## src/sv/irpd_pkg.sv

```systemverilog
// Package for the pulse-distance IR decoder: interval class word, register
// indexes, reset values and widths. No dependencies.
package irpd_pkg;

  localparam int unsigned TICK_W     = 16;
  localparam int unsigned REG_IDX_W  = 3;
  localparam int unsigned FRAME_BITS = 32;
  localparam int unsigned BIT_IDX_W  = $clog2(FRAME_BITS);
  localparam int unsigned CNT_W      = 6;
  localparam int unsigned BYTE_W     = 8;

  // Register indexes on the config port
  localparam logic [REG_IDX_W-1:0] REG_START_CENTER  = 3'd0;
  localparam logic [REG_IDX_W-1:0] REG_REPEAT_CENTER = 3'd1;
  localparam logic [REG_IDX_W-1:0] REG_ZERO_CENTER   = 3'd2;
  localparam logic [REG_IDX_W-1:0] REG_ONE_CENTER    = 3'd3;
  localparam logic [REG_IDX_W-1:0] REG_TOLERANCE     = 3'd4;

  // Reset values of the registers
  localparam logic [TICK_W-1:0] START_CENTER_RST  = 16'd12442;
  localparam logic [TICK_W-1:0] REPEAT_CENTER_RST = 16'd10368;
  localparam logic [TICK_W-1:0] ZERO_CENTER_RST   = 16'd1032;
  localparam logic [TICK_W-1:0] ONE_CENTER_RST    = 16'd2074;
  localparam logic [TICK_W-1:0] TOLERANCE_RST     = 16'd500;

  // Window hits of one interval, passed from front to back
  typedef struct packed {
    logic start_hit;
    logic repeat_hit;
    logic zero_hit;
    logic one_hit;
  } cls_t;

endpackage

```

## src/sv/irpd_front.sv

```systemverilog
// Front end of the IR decoder: holds the timing registers and classifies each
// incoming interval against the four windows. Depends on irpd_pkg.
module irpd_front (
  input  logic                              clk,
  input  logic                              rst,
  input  logic                              cfg_we,
  input  logic [irpd_pkg::REG_IDX_W-1:0]    cfg_index,
  input  logic [irpd_pkg::TICK_W-1:0]       cfg_data,
  input  logic [irpd_pkg::TICK_W-1:0]       interval_ticks,
  output irpd_pkg::cls_t                    cls
);

  logic [irpd_pkg::TICK_W-1:0] start_center;
  logic [irpd_pkg::TICK_W-1:0] repeat_center;
  logic [irpd_pkg::TICK_W-1:0] zero_center;
  logic [irpd_pkg::TICK_W-1:0] one_center;
  logic [irpd_pkg::TICK_W-1:0] tolerance;

  always_ff @(posedge clk) begin
    if (rst) begin
      start_center  <= irpd_pkg::START_CENTER_RST;
      repeat_center <= irpd_pkg::REPEAT_CENTER_RST;
      zero_center   <= irpd_pkg::ZERO_CENTER_RST;
      one_center    <= irpd_pkg::ONE_CENTER_RST;
      tolerance     <= irpd_pkg::TOLERANCE_RST;
    end else if (cfg_we) begin
      case (cfg_index)
        irpd_pkg::REG_START_CENTER:  start_center  <= cfg_data;
        irpd_pkg::REG_REPEAT_CENTER: repeat_center <= cfg_data;
        irpd_pkg::REG_ZERO_CENTER:   zero_center   <= cfg_data;
        irpd_pkg::REG_ONE_CENTER:    one_center    <= cfg_data;
        irpd_pkg::REG_TOLERANCE:     tolerance     <= cfg_data;
        default: ;
      endcase
    end
  end

  // c - t < v < c + t  <=>  v + t > c  and  v < c + t, all in 17 bits
  function automatic logic hit(input logic [irpd_pkg::TICK_W-1:0] v,
                               input logic [irpd_pkg::TICK_W-1:0] c,
                               input logic [irpd_pkg::TICK_W-1:0] t);
    logic [irpd_pkg::TICK_W:0] vt;
    logic [irpd_pkg::TICK_W:0] ct;
    vt = {1'b0, v} + {1'b0, t};
    ct = {1'b0, c} + {1'b0, t};
    return (vt > {1'b0, c}) && ({1'b0, v} < ct);
  endfunction

  always_comb begin
    cls.start_hit  = hit(interval_ticks, start_center, tolerance);
    cls.repeat_hit = hit(interval_ticks, repeat_center, tolerance);
    cls.zero_hit   = hit(interval_ticks, zero_center, tolerance);
    cls.one_hit    = hit(interval_ticks, one_center, tolerance);
  end

endmodule

```

## src/sv/irpd_queue.sv

```systemverilog
// Two-entry queue of classified intervals between front and back.
// Depends on irpd_pkg.
module irpd_queue (
  input  logic           clk,
  input  logic           rst,
  input  logic           wr_en,
  input  irpd_pkg::cls_t wr_data,
  output logic           full,
  input  logic           rd_en,
  output logic           rd_valid,
  output irpd_pkg::cls_t rd_data
);

  irpd_pkg::cls_t slot [2];
  logic           wr_ptr;
  logic           rd_ptr;
  logic [1:0]     count;

  assign full     = (count == 2'd2);
  assign rd_valid = (count != 2'd0);
  assign rd_data  = slot[rd_ptr];

  always_ff @(posedge clk) begin
    if (wr_en) begin
      slot[wr_ptr] <= wr_data;
    end
  end

  always_ff @(posedge clk) begin
    if (rst) begin
      wr_ptr <= 1'b0;
      rd_ptr <= 1'b0;
      count  <= 2'd0;
    end else begin
      if (wr_en) wr_ptr <= ~wr_ptr;
      if (rd_en) rd_ptr <= ~rd_ptr;
      case ({wr_en, rd_en})
        2'b10:   count <= count + 2'd1;
        2'b01:   count <= count - 2'd1;
        default: count <= count;
      endcase
    end
  end

endmodule

```

## src/sv/irpd_exec.sv

```systemverilog
// Back end of the IR decoder: idle/lead/data state machine, shift register,
// complement check and the result output register. Depends on irpd_pkg.
module irpd_exec (
  input  logic                          clk,
  input  logic                          rst,
  input  logic                          in_valid,
  input  irpd_pkg::cls_t                in_cls,
  output logic                          in_take,
  output logic                          empty,
  input  logic                          pop,
  output logic                          new_frame,
  output logic                          repeat_seen,
  output logic [irpd_pkg::BYTE_W-1:0]   address_out,
  output logic [irpd_pkg::BYTE_W-1:0]   command_out
);

  typedef enum logic [1:0] {
    PH_IDLE = 2'd0,
    PH_LEAD = 2'd1,
    PH_DATA = 2'd2
  } phase_t;

  phase_t                               phase, phase_next;
  logic [irpd_pkg::CNT_W-1:0]           bit_count, bit_count_next;
  logic [irpd_pkg::FRAME_BITS-1:0]      shift_bits, shift_bits_next;
  logic [irpd_pkg::BYTE_W-1:0]          held_address, held_address_next;
  logic [irpd_pkg::BYTE_W-1:0]          held_command, held_command_next;
  logic                                 frame_done, repeat_done;
  logic                                 out_valid;
  logic [irpd_pkg::BIT_IDX_W-1:0]       bit_idx;

  assign empty   = ~out_valid;
  assign in_take = in_valid && (!out_valid || pop);
  assign bit_idx = bit_count[irpd_pkg::BIT_IDX_W-1:0];

  always_comb begin
    phase_next        = phase;
    bit_count_next    = bit_count;
    shift_bits_next   = shift_bits;
    held_address_next = held_address;
    held_command_next = held_command;
    frame_done        = 1'b0;
    repeat_done       = 1'b0;
    case (phase)
      PH_LEAD: begin
        if (in_cls.start_hit) begin
          bit_count_next = '0;
          phase_next     = PH_DATA;
        end else if (in_cls.repeat_hit) begin
          repeat_done = 1'b1;
          phase_next  = PH_IDLE;
        end
      end
      PH_DATA: begin
        if (in_cls.zero_hit || in_cls.one_hit) begin
          shift_bits_next[bit_idx] = !in_cls.zero_hit;
          bit_count_next           = bit_count + 1'b1;
        end else begin
          bit_count_next = '0;
          phase_next     = PH_LEAD;
        end
        // last bit in: check byte complements
        if (bit_count_next == irpd_pkg::CNT_W'(irpd_pkg::FRAME_BITS)) begin
          bit_count_next = '0;
          phase_next     = PH_IDLE;
          if (shift_bits_next[7:0] == ~shift_bits_next[15:8] &&
              shift_bits_next[23:16] == ~shift_bits_next[31:24]) begin
            held_address_next = shift_bits_next[7:0];
            held_command_next = shift_bits_next[23:16];
            frame_done        = 1'b1;
          end
        end
      end
      default: begin
        // first edge is not classified; it only moves the state machine to the lead phase
        phase_next = PH_LEAD;
      end
    endcase
  end

  always_ff @(posedge clk) begin
    if (rst) begin
      phase        <= PH_IDLE;
      bit_count    <= '0;
      shift_bits   <= '0;
      held_address <= '0;
      held_command <= '0;
      out_valid    <= 1'b0;
      new_frame    <= 1'b0;
      repeat_seen  <= 1'b0;
      address_out  <= '0;
      command_out  <= '0;
    end else begin
      if (in_take) begin
        phase        <= phase_next;
        bit_count    <= bit_count_next;
        shift_bits   <= shift_bits_next;
        held_address <= held_address_next;
        held_command <= held_command_next;
        out_valid    <= 1'b1;
        new_frame    <= frame_done;
        repeat_seen  <= repeat_done;
        address_out  <= held_address_next;
        command_out  <= held_command_next;
      end else if (pop) begin
        out_valid <= 1'b0;
      end
    end
  end

endmodule

```

## src/sv/ir_remote_pulse_distance_decoder_top.sv

```systemverilog
// Top level of the pulse-distance (NEC style) IR remote decoder.
// Depends on irpd_pkg, irpd_front, irpd_queue and irpd_exec.
//
// Usage:
//  - Input channel: one word per falling edge, interval_ticks = timer ticks
//    since the previous edge. Word is taken when push is high and full is low.
//  - Result channel: one word per input word (new_frame, repeat_seen and the
//    last accepted address/command bytes). Oldest result is shown while empty
//    is low and is taken when pop is high.
//  - Config: cfg_we writes cfg_data into register cfg_index (0 start center,
//    1 repeat center, 2 zero center, 3 one center, 4 tolerance); other
//    indexes are ignored. Write only while the block is idle.
//  - Front classifies the interval against the windows into a two-entry
//    queue; back runs the frame state machine and fills the result register.
//  - Path: a pushed word is written into a queue slot, then loaded into the
//    result register and shown on the result ports when that register is free.
//  - Throughput: one word per cycle while pop keeps the result register free;
//    pop in the same cycle as a new result is loaded is fine.
//  - Stall: if pop stays low, the result register holds, the queue fills
//    within two more words and full rises; nothing is dropped.
//  - Reset (rst, synchronous): registers go to their default windows, state
//    machine goes idle, held bytes are cleared, queue and result are empty.
module ir_remote_pulse_distance_decoder_top (
  input  logic                              clk,
  input  logic                              rst,
  input  logic                              push,
  output logic                              full,
  input  logic [irpd_pkg::TICK_W-1:0]       interval_ticks,
  output logic                              empty,
  input  logic                              pop,
  output logic                              new_frame,
  output logic                              repeat_seen,
  output logic [irpd_pkg::BYTE_W-1:0]       address_out,
  output logic [irpd_pkg::BYTE_W-1:0]       command_out,
  input  logic                              cfg_we,
  input  logic [irpd_pkg::REG_IDX_W-1:0]    cfg_index,
  input  logic [irpd_pkg::TICK_W-1:0]       cfg_data
);

  irpd_pkg::cls_t front_cls;
  irpd_pkg::cls_t q_cls;
  logic           q_valid;
  logic           q_take;
  logic           wr_en;

  // accept handshake on the input side
  assign wr_en = push && !full;

  irpd_front u_front (
    .clk            (clk),
    .rst            (rst),
    .cfg_we         (cfg_we),
    .cfg_index      (cfg_index),
    .cfg_data       (cfg_data),
    .interval_ticks (interval_ticks),
    .cls            (front_cls)
  );

  irpd_queue u_queue (
    .clk      (clk),
    .rst      (rst),
    .wr_en    (wr_en),
    .wr_data  (front_cls),
    .full     (full),
    .rd_en    (q_take),
    .rd_valid (q_valid),
    .rd_data  (q_cls)
  );

  irpd_exec u_exec (
    .clk         (clk),
    .rst         (rst),
    .in_valid    (q_valid),
    .in_cls      (q_cls),
    .in_take     (q_take),
    .empty       (empty),
    .pop         (pop),
    .new_frame   (new_frame),
    .repeat_seen (repeat_seen),
    .address_out (address_out),
    .command_out (command_out)
  );

endmodule
```

## config.mk

```make
export PLATFORM = sky130hd
export DESIGN_NAME = ir_remote_pulse_distance_decoder_top
export DESIGN_NICKNAME = d
export VERILOG_FILES = /design/src/sv/irpd_pkg.sv /design/src/sv/irpd_front.sv /design/src/sv/irpd_queue.sv /design/src/sv/irpd_exec.sv /design/src/sv/ir_remote_pulse_distance_decoder_top.sv
export SDC_FILE = /design/constraint.sdc
export NUM_CORES = 1
export LEC_CHECK = 0
export BUFFER_PORTS_ARGS = -buffer_cell sky130_fd_sc_hd__buf_2
export CAP_MARGIN = 20
export CORE_ASPECT_RATIO = 0.75
export CORE_MARGIN = 3
export CORE_UTILIZATION = 25
export DETAILED_ROUTE_END_ITERATION = 12
export GPL_TIMING_DRIVEN = 0
export SETUP_SLACK_MARGIN = 0.2
export SYNTH_ARGS = -nofsm -noshare
export SYNTH_HDL_FRONTEND = slang
export SYNTH_SLANG_ARGS = --single-unit
```

## constraint.sdc

```tcl
create_clock -name clk -period 8.97 [get_ports clk]
set_input_delay 0.4485 -clock clk [delete_from_list [all_inputs] [get_ports clk]]
set_output_delay 0.4485 -clock clk [all_outputs]
set_load 0.02 [all_outputs]
```

==> metrics.log <==
[metrics] final-report max-slew violation count: 0
[metrics] top-area cell type share of the netlist area: 0.217
[metrics] Worst Hold Class: input port to register
[metrics] total negative slack for setup checks: 0 ns
[metrics] final worst-path cycle share: 0.562
[metrics] VDD IR-drop max: about 0.00012 V
[metrics] worst r2r src: u_front.tolerance[1]
[metrics] Layout Nets: 2003
[metrics] result of the run: completed
[metrics] Internal Power: ~1400 uW
[metrics] f_max: 198 MHz
[metrics] unrepaired setup endpoints after global routing: false
[metrics] site row count: 72
[metrics] H-tree Lvls: 4
[metrics] Most used DFF post-synth: sky130_fd_sc_hd__dfxtp_1
[metrics] most frequent cell after synthesis: sky130_fd_sc_hd__ha_1
[metrics] wire length reported by the detailed router: 45800 um
[metrics] gpl congestion: 0.941
[metrics] detailed-route wire length per cell: 18.6 um
[metrics] maximum number of pins on one net before global-route repair: 17
[metrics] Port-buffer cells: between 50 and 60
[metrics] clock share of power: 0.363
[metrics] Hold Crit Depth: 3
[metrics] proportion of synthesized chip area in sequential cells: 0.235
[metrics] switching portion of total power: 0.343
[metrics] critical path data required time: 9.09 ns
[metrics] die area: 0.0561 mm2
[metrics] final instance area: 0.0151 mm2
[metrics] first-pass GRT wire length: 69500 um
[metrics] standard cell core area: 0.0521 mm2
[metrics] number of CTS-inserted buffers: 17
[metrics] share of cells above drive strength 1: 0.0824
[metrics] CTS clock-pin slew for the worst setup and hold paths: roughly 0.06 ns
[metrics] final critical delay including setup and external delays: 5.04 ns
[metrics] post_cts resized: 0
[metrics] total net switching power: 751 uW
[metrics] slew of the pin with the lowest slew margin: 0.920 ns
[metrics] Post-Route Skew: 0.00542 ns
[metrics] start point of the worst min-delay path: cfg_data[0]
[metrics] width of the die: 272 um
[metrics] relative contribution of sequential cells to total power: 0.341
[metrics] synthesized netlist net count: 1926
[metrics] library cells used by synthesis: 70
[metrics] number of enable flip-flop cells after synthesis: 8
[metrics] synthesized instance count: 1670
[metrics] worst r2r path cells: 16
[metrics] Clock Latency Late Sink: 0.44 ns
[metrics] HPWL after DPL: ~37000 um
[metrics] cell at the root of the clock tree: sky130_fd_sc_hd__clkbuf_16
[metrics] DRC marker count from the first detailed-route iteration: about 1300
[metrics] Synthesis Warnings: 0
[metrics] number of endpoints with negative hold slack in the final report: 0
[metrics] number of global-route vias before repair: 12233
[metrics] Synth area leader: sky130_fd_sc_hd__dfxtp_1
[metrics] starting density of the core: 0.256
[metrics] Mapped Area: 0.0133 mm2
[metrics] number of detailed-routing iterations run before antenna repair: 5
[metrics] static power due to leakage: 0.00628 uW
[metrics] total of endpoints with negative setup slack in the final report: 0
[metrics] Critical Path Source Type: register
[metrics] Max-cap violations: 0
[metrics] arrival time of the worst setup path: 5.16 ns
[metrics] Post-synth top cells: 211 x sky130_fd_sc_hd__ha_1, 201 x sky130_fd_sc_hd__nand2_1, 165 x sky130_fd_sc_hd__a21oi_1
[metrics] count of pins on the block boundary: 60
[metrics] Remaining Overflow, GRT: 0
[metrics] worst-path maximum fanout: 11
[metrics] placed standard-cell area: 0.0145 mm2
[metrics] number of nets still failing antenna checks after routing: 0
[metrics] Relative slew margins: 0.381
[metrics] share of flip-flops with an asynchronous set or reset: 0
[metrics] capture point of the worst reg-to-reg path: u_queue.slot[1][0]
[metrics] P per Cell Area: between 100 and 150 mW/mm2
[metrics] clock tree from TritonCTS: done
[metrics] hold endpoint: u_front.zero_center[0]
[metrics] number of storage elements in the synthesis netlist: 152
[metrics] initial antenna violation count: 6
[metrics] setup slack, reg-to-reg: ~4 ns
[metrics] total global-route track usage: 0.161
[metrics] count of hold-fix buffers inserted at cts: 0
[metrics] CTS Sinks: ~150
[metrics] Vias: around 13000
[metrics] buffer depth of the longest clock path: 2
[metrics] Combinational Power Share: 0.296
[metrics] average footprint of a synthesized cell: between 7 and 8 um2
[metrics] Via density: about 5.3
[metrics] buffers inserted by post-CTS timing repair: 0
[metrics] DR DRC count: 0
[metrics] Area contributors post-synth: sky130_fd_sc_hd__dfxtp_1 22%, sky130_fd_sc_hd__ha_1 20%, sky130_fd_sc_hd__a21oi_1 6.2%, sky130_fd_sc_hd__nand2_1 5.7%, sky130_fd_sc_hd__nor2_1 3.4%
[metrics] crit end category: register
[metrics] CP Class: register to register
[metrics] relative area change from synthesis to final layout: 13.7%
[metrics] die extent in y: 206 um
logic make-up after synthesis:
group / after synthesis / share of synthesized area
adders and majority gates: 216 / 0.206
AOI/OAI and AO/OA: 443 / 0.219
muxes: 27 / 0.0230
xor gates and xnor gates: 81 / 0.0533
buffers and inverters: 168 / 0.0512
DFF: 152 / 0.235
and+or+nand+nor: 583 / 0.213
worst max-delay path by stage:
stage / start / endpoint / slack [ns] / depth (start not counted)
3_3_place_gp: u_front.tolerance[1] / u_queue.slot[0][0] / 3.90 / 16
4_1_cts: u_front.tolerance[1] / u_queue.slot[1][0] / 3.94 / 16
2_1_floorplan: u_front.tolerance[1] / u_queue.slot[0][0] / 5.24 / 16
6_report: u_front.tolerance[1] / u_queue.slot[1][0] / 3.93 / 16
3_5_place_dp: u_front.tolerance[1] / u_queue.slot[1][0] / 3.92 / 16
5_1_grt: u_front.tolerance[1] / u_queue.slot[0][0] / 3.56 / 16
metal layers:
metal  up-vias  part of all wire  GRT usage
met3        66             0.090     0.0317
met4         8             0.020     0.0437
met1      6277              0.48      0.232
met5         -            0.0012          0
li1       6246                 -          -
met2       497              0.41      0.243
cell usage in the layout, fill, tap and decap left out, types with 18 or more instances in the layout:
cell,instances
sky130_fd_sc_hd__nand3b_1,20
sky130_fd_sc_hd__nand4_1,32
sky130_fd_sc_hd__and3_1,31
sky130_fd_sc_hd__nor3_1,45
sky130_fd_sc_hd__clkbuf_1,45
sky130_fd_sc_hd__a21o_1,40
sky130_fd_sc_hd__nand2_1,201
sky130_fd_sc_hd__a21oi_1,165
sky130_fd_sc_hd__nand2b_1,18
sky130_fd_sc_hd__o21ai_0,51
sky130_fd_sc_hd__a31oi_1,38
sky130_fd_sc_hd__ha_1,211
sky130_fd_sc_hd__xor2_1,33
sky130_fd_sc_hd__nand3_1,38
sky130_fd_sc_hd__a211oi_1,34
sky130_fd_sc_hd__nor2_1,120
sky130_fd_sc_hd__mux2i_1,20
sky130_fd_sc_hd__xnor2_1,48
sky130_fd_sc_hd__dfxtp_1,144
sky130_fd_sc_hd__buf_2,70
sky130_fd_sc_hd__inv_1,100
critical path, cell delays in order (launching register included):
cell and delay [ns]:
sky130_fd_sc_hd__dfxtp_1 0.72, sky130_fd_sc_hd__inv_1 0.14, sky130_fd_sc_hd__fa_1 0.45, sky130_fd_sc_hd__nand2b_1 0.19, sky130_fd_sc_hd__a21oi_1 0.33, sky130_fd_sc_hd__o21a_1 0.22, sky130_fd_sc_hd__a31o_2 0.16, sky130_fd_sc_hd__a21oi_1 0.07
sky130_fd_sc_hd__xnor2_1 0.45, sky130_fd_sc_hd__ha_1 0.35, sky130_fd_sc_hd__a21o_1 0.16, sky130_fd_sc_hd__a21o_1 0.16, sky130_fd_sc_hd__a21oi_1 0.17, sky130_fd_sc_hd__and3b_1 0.19, sky130_fd_sc_hd__a221oi_1 0.09, sky130_fd_sc_hd__o41ai_1 0.67
sky130_fd_sc_hd__a32oi_1 0.20
stage by stage:
step           setup WS, ns  cells  hold WS (ns)  power [uW]  utilization
2_1_floorplan          5.24   1670         0.436        1190            -
4_1_cts                3.94   2463         0.296        2190        0.291
5_1_grt                3.56   2465         0.311        2300        0.291
6_report               3.93   2465         0.314        2190        0.291
3_3_place_gp           3.90   2430         0.448        1370        0.278
3_5_place_dp           3.92   2431         0.456        1390        0.278
power by group through the flow:
stage | sequential [uW] | clock [uW] | combinational [uW]
2_1_floorplan | 746 | 0 | 448
3_3_place_gp | 759 | 0 | 616
3_5_place_dp | 761 | 0 | 634
4_1_cts | 746 | 806 | 640
5_1_grt | 750 | 831 | 719
6_report | 747 | 795 | 650
layout make-up:
type	count	area (um2)
timing repair buffer	58	293
buffer	68	307
tap	703	880
antenna	2	5.00
multi-input combinational	1350	9510
inverter	100	375
clock inverter	13	194
sequential	152	3120
clock buffer	19	453
fill	5624	36900
sequential cells by signal (all words and copies together) (netlist names), 16 cells and up, named ones only:
register and cells:
u_front.tolerance 16, u_front.zero_center 16, u_front.start_center 16, u_front.one_center 16, u_front.repeat_center 16, u_exec.shift_bits 32
No activity file was read; power rests on OpenSTA's default activity.
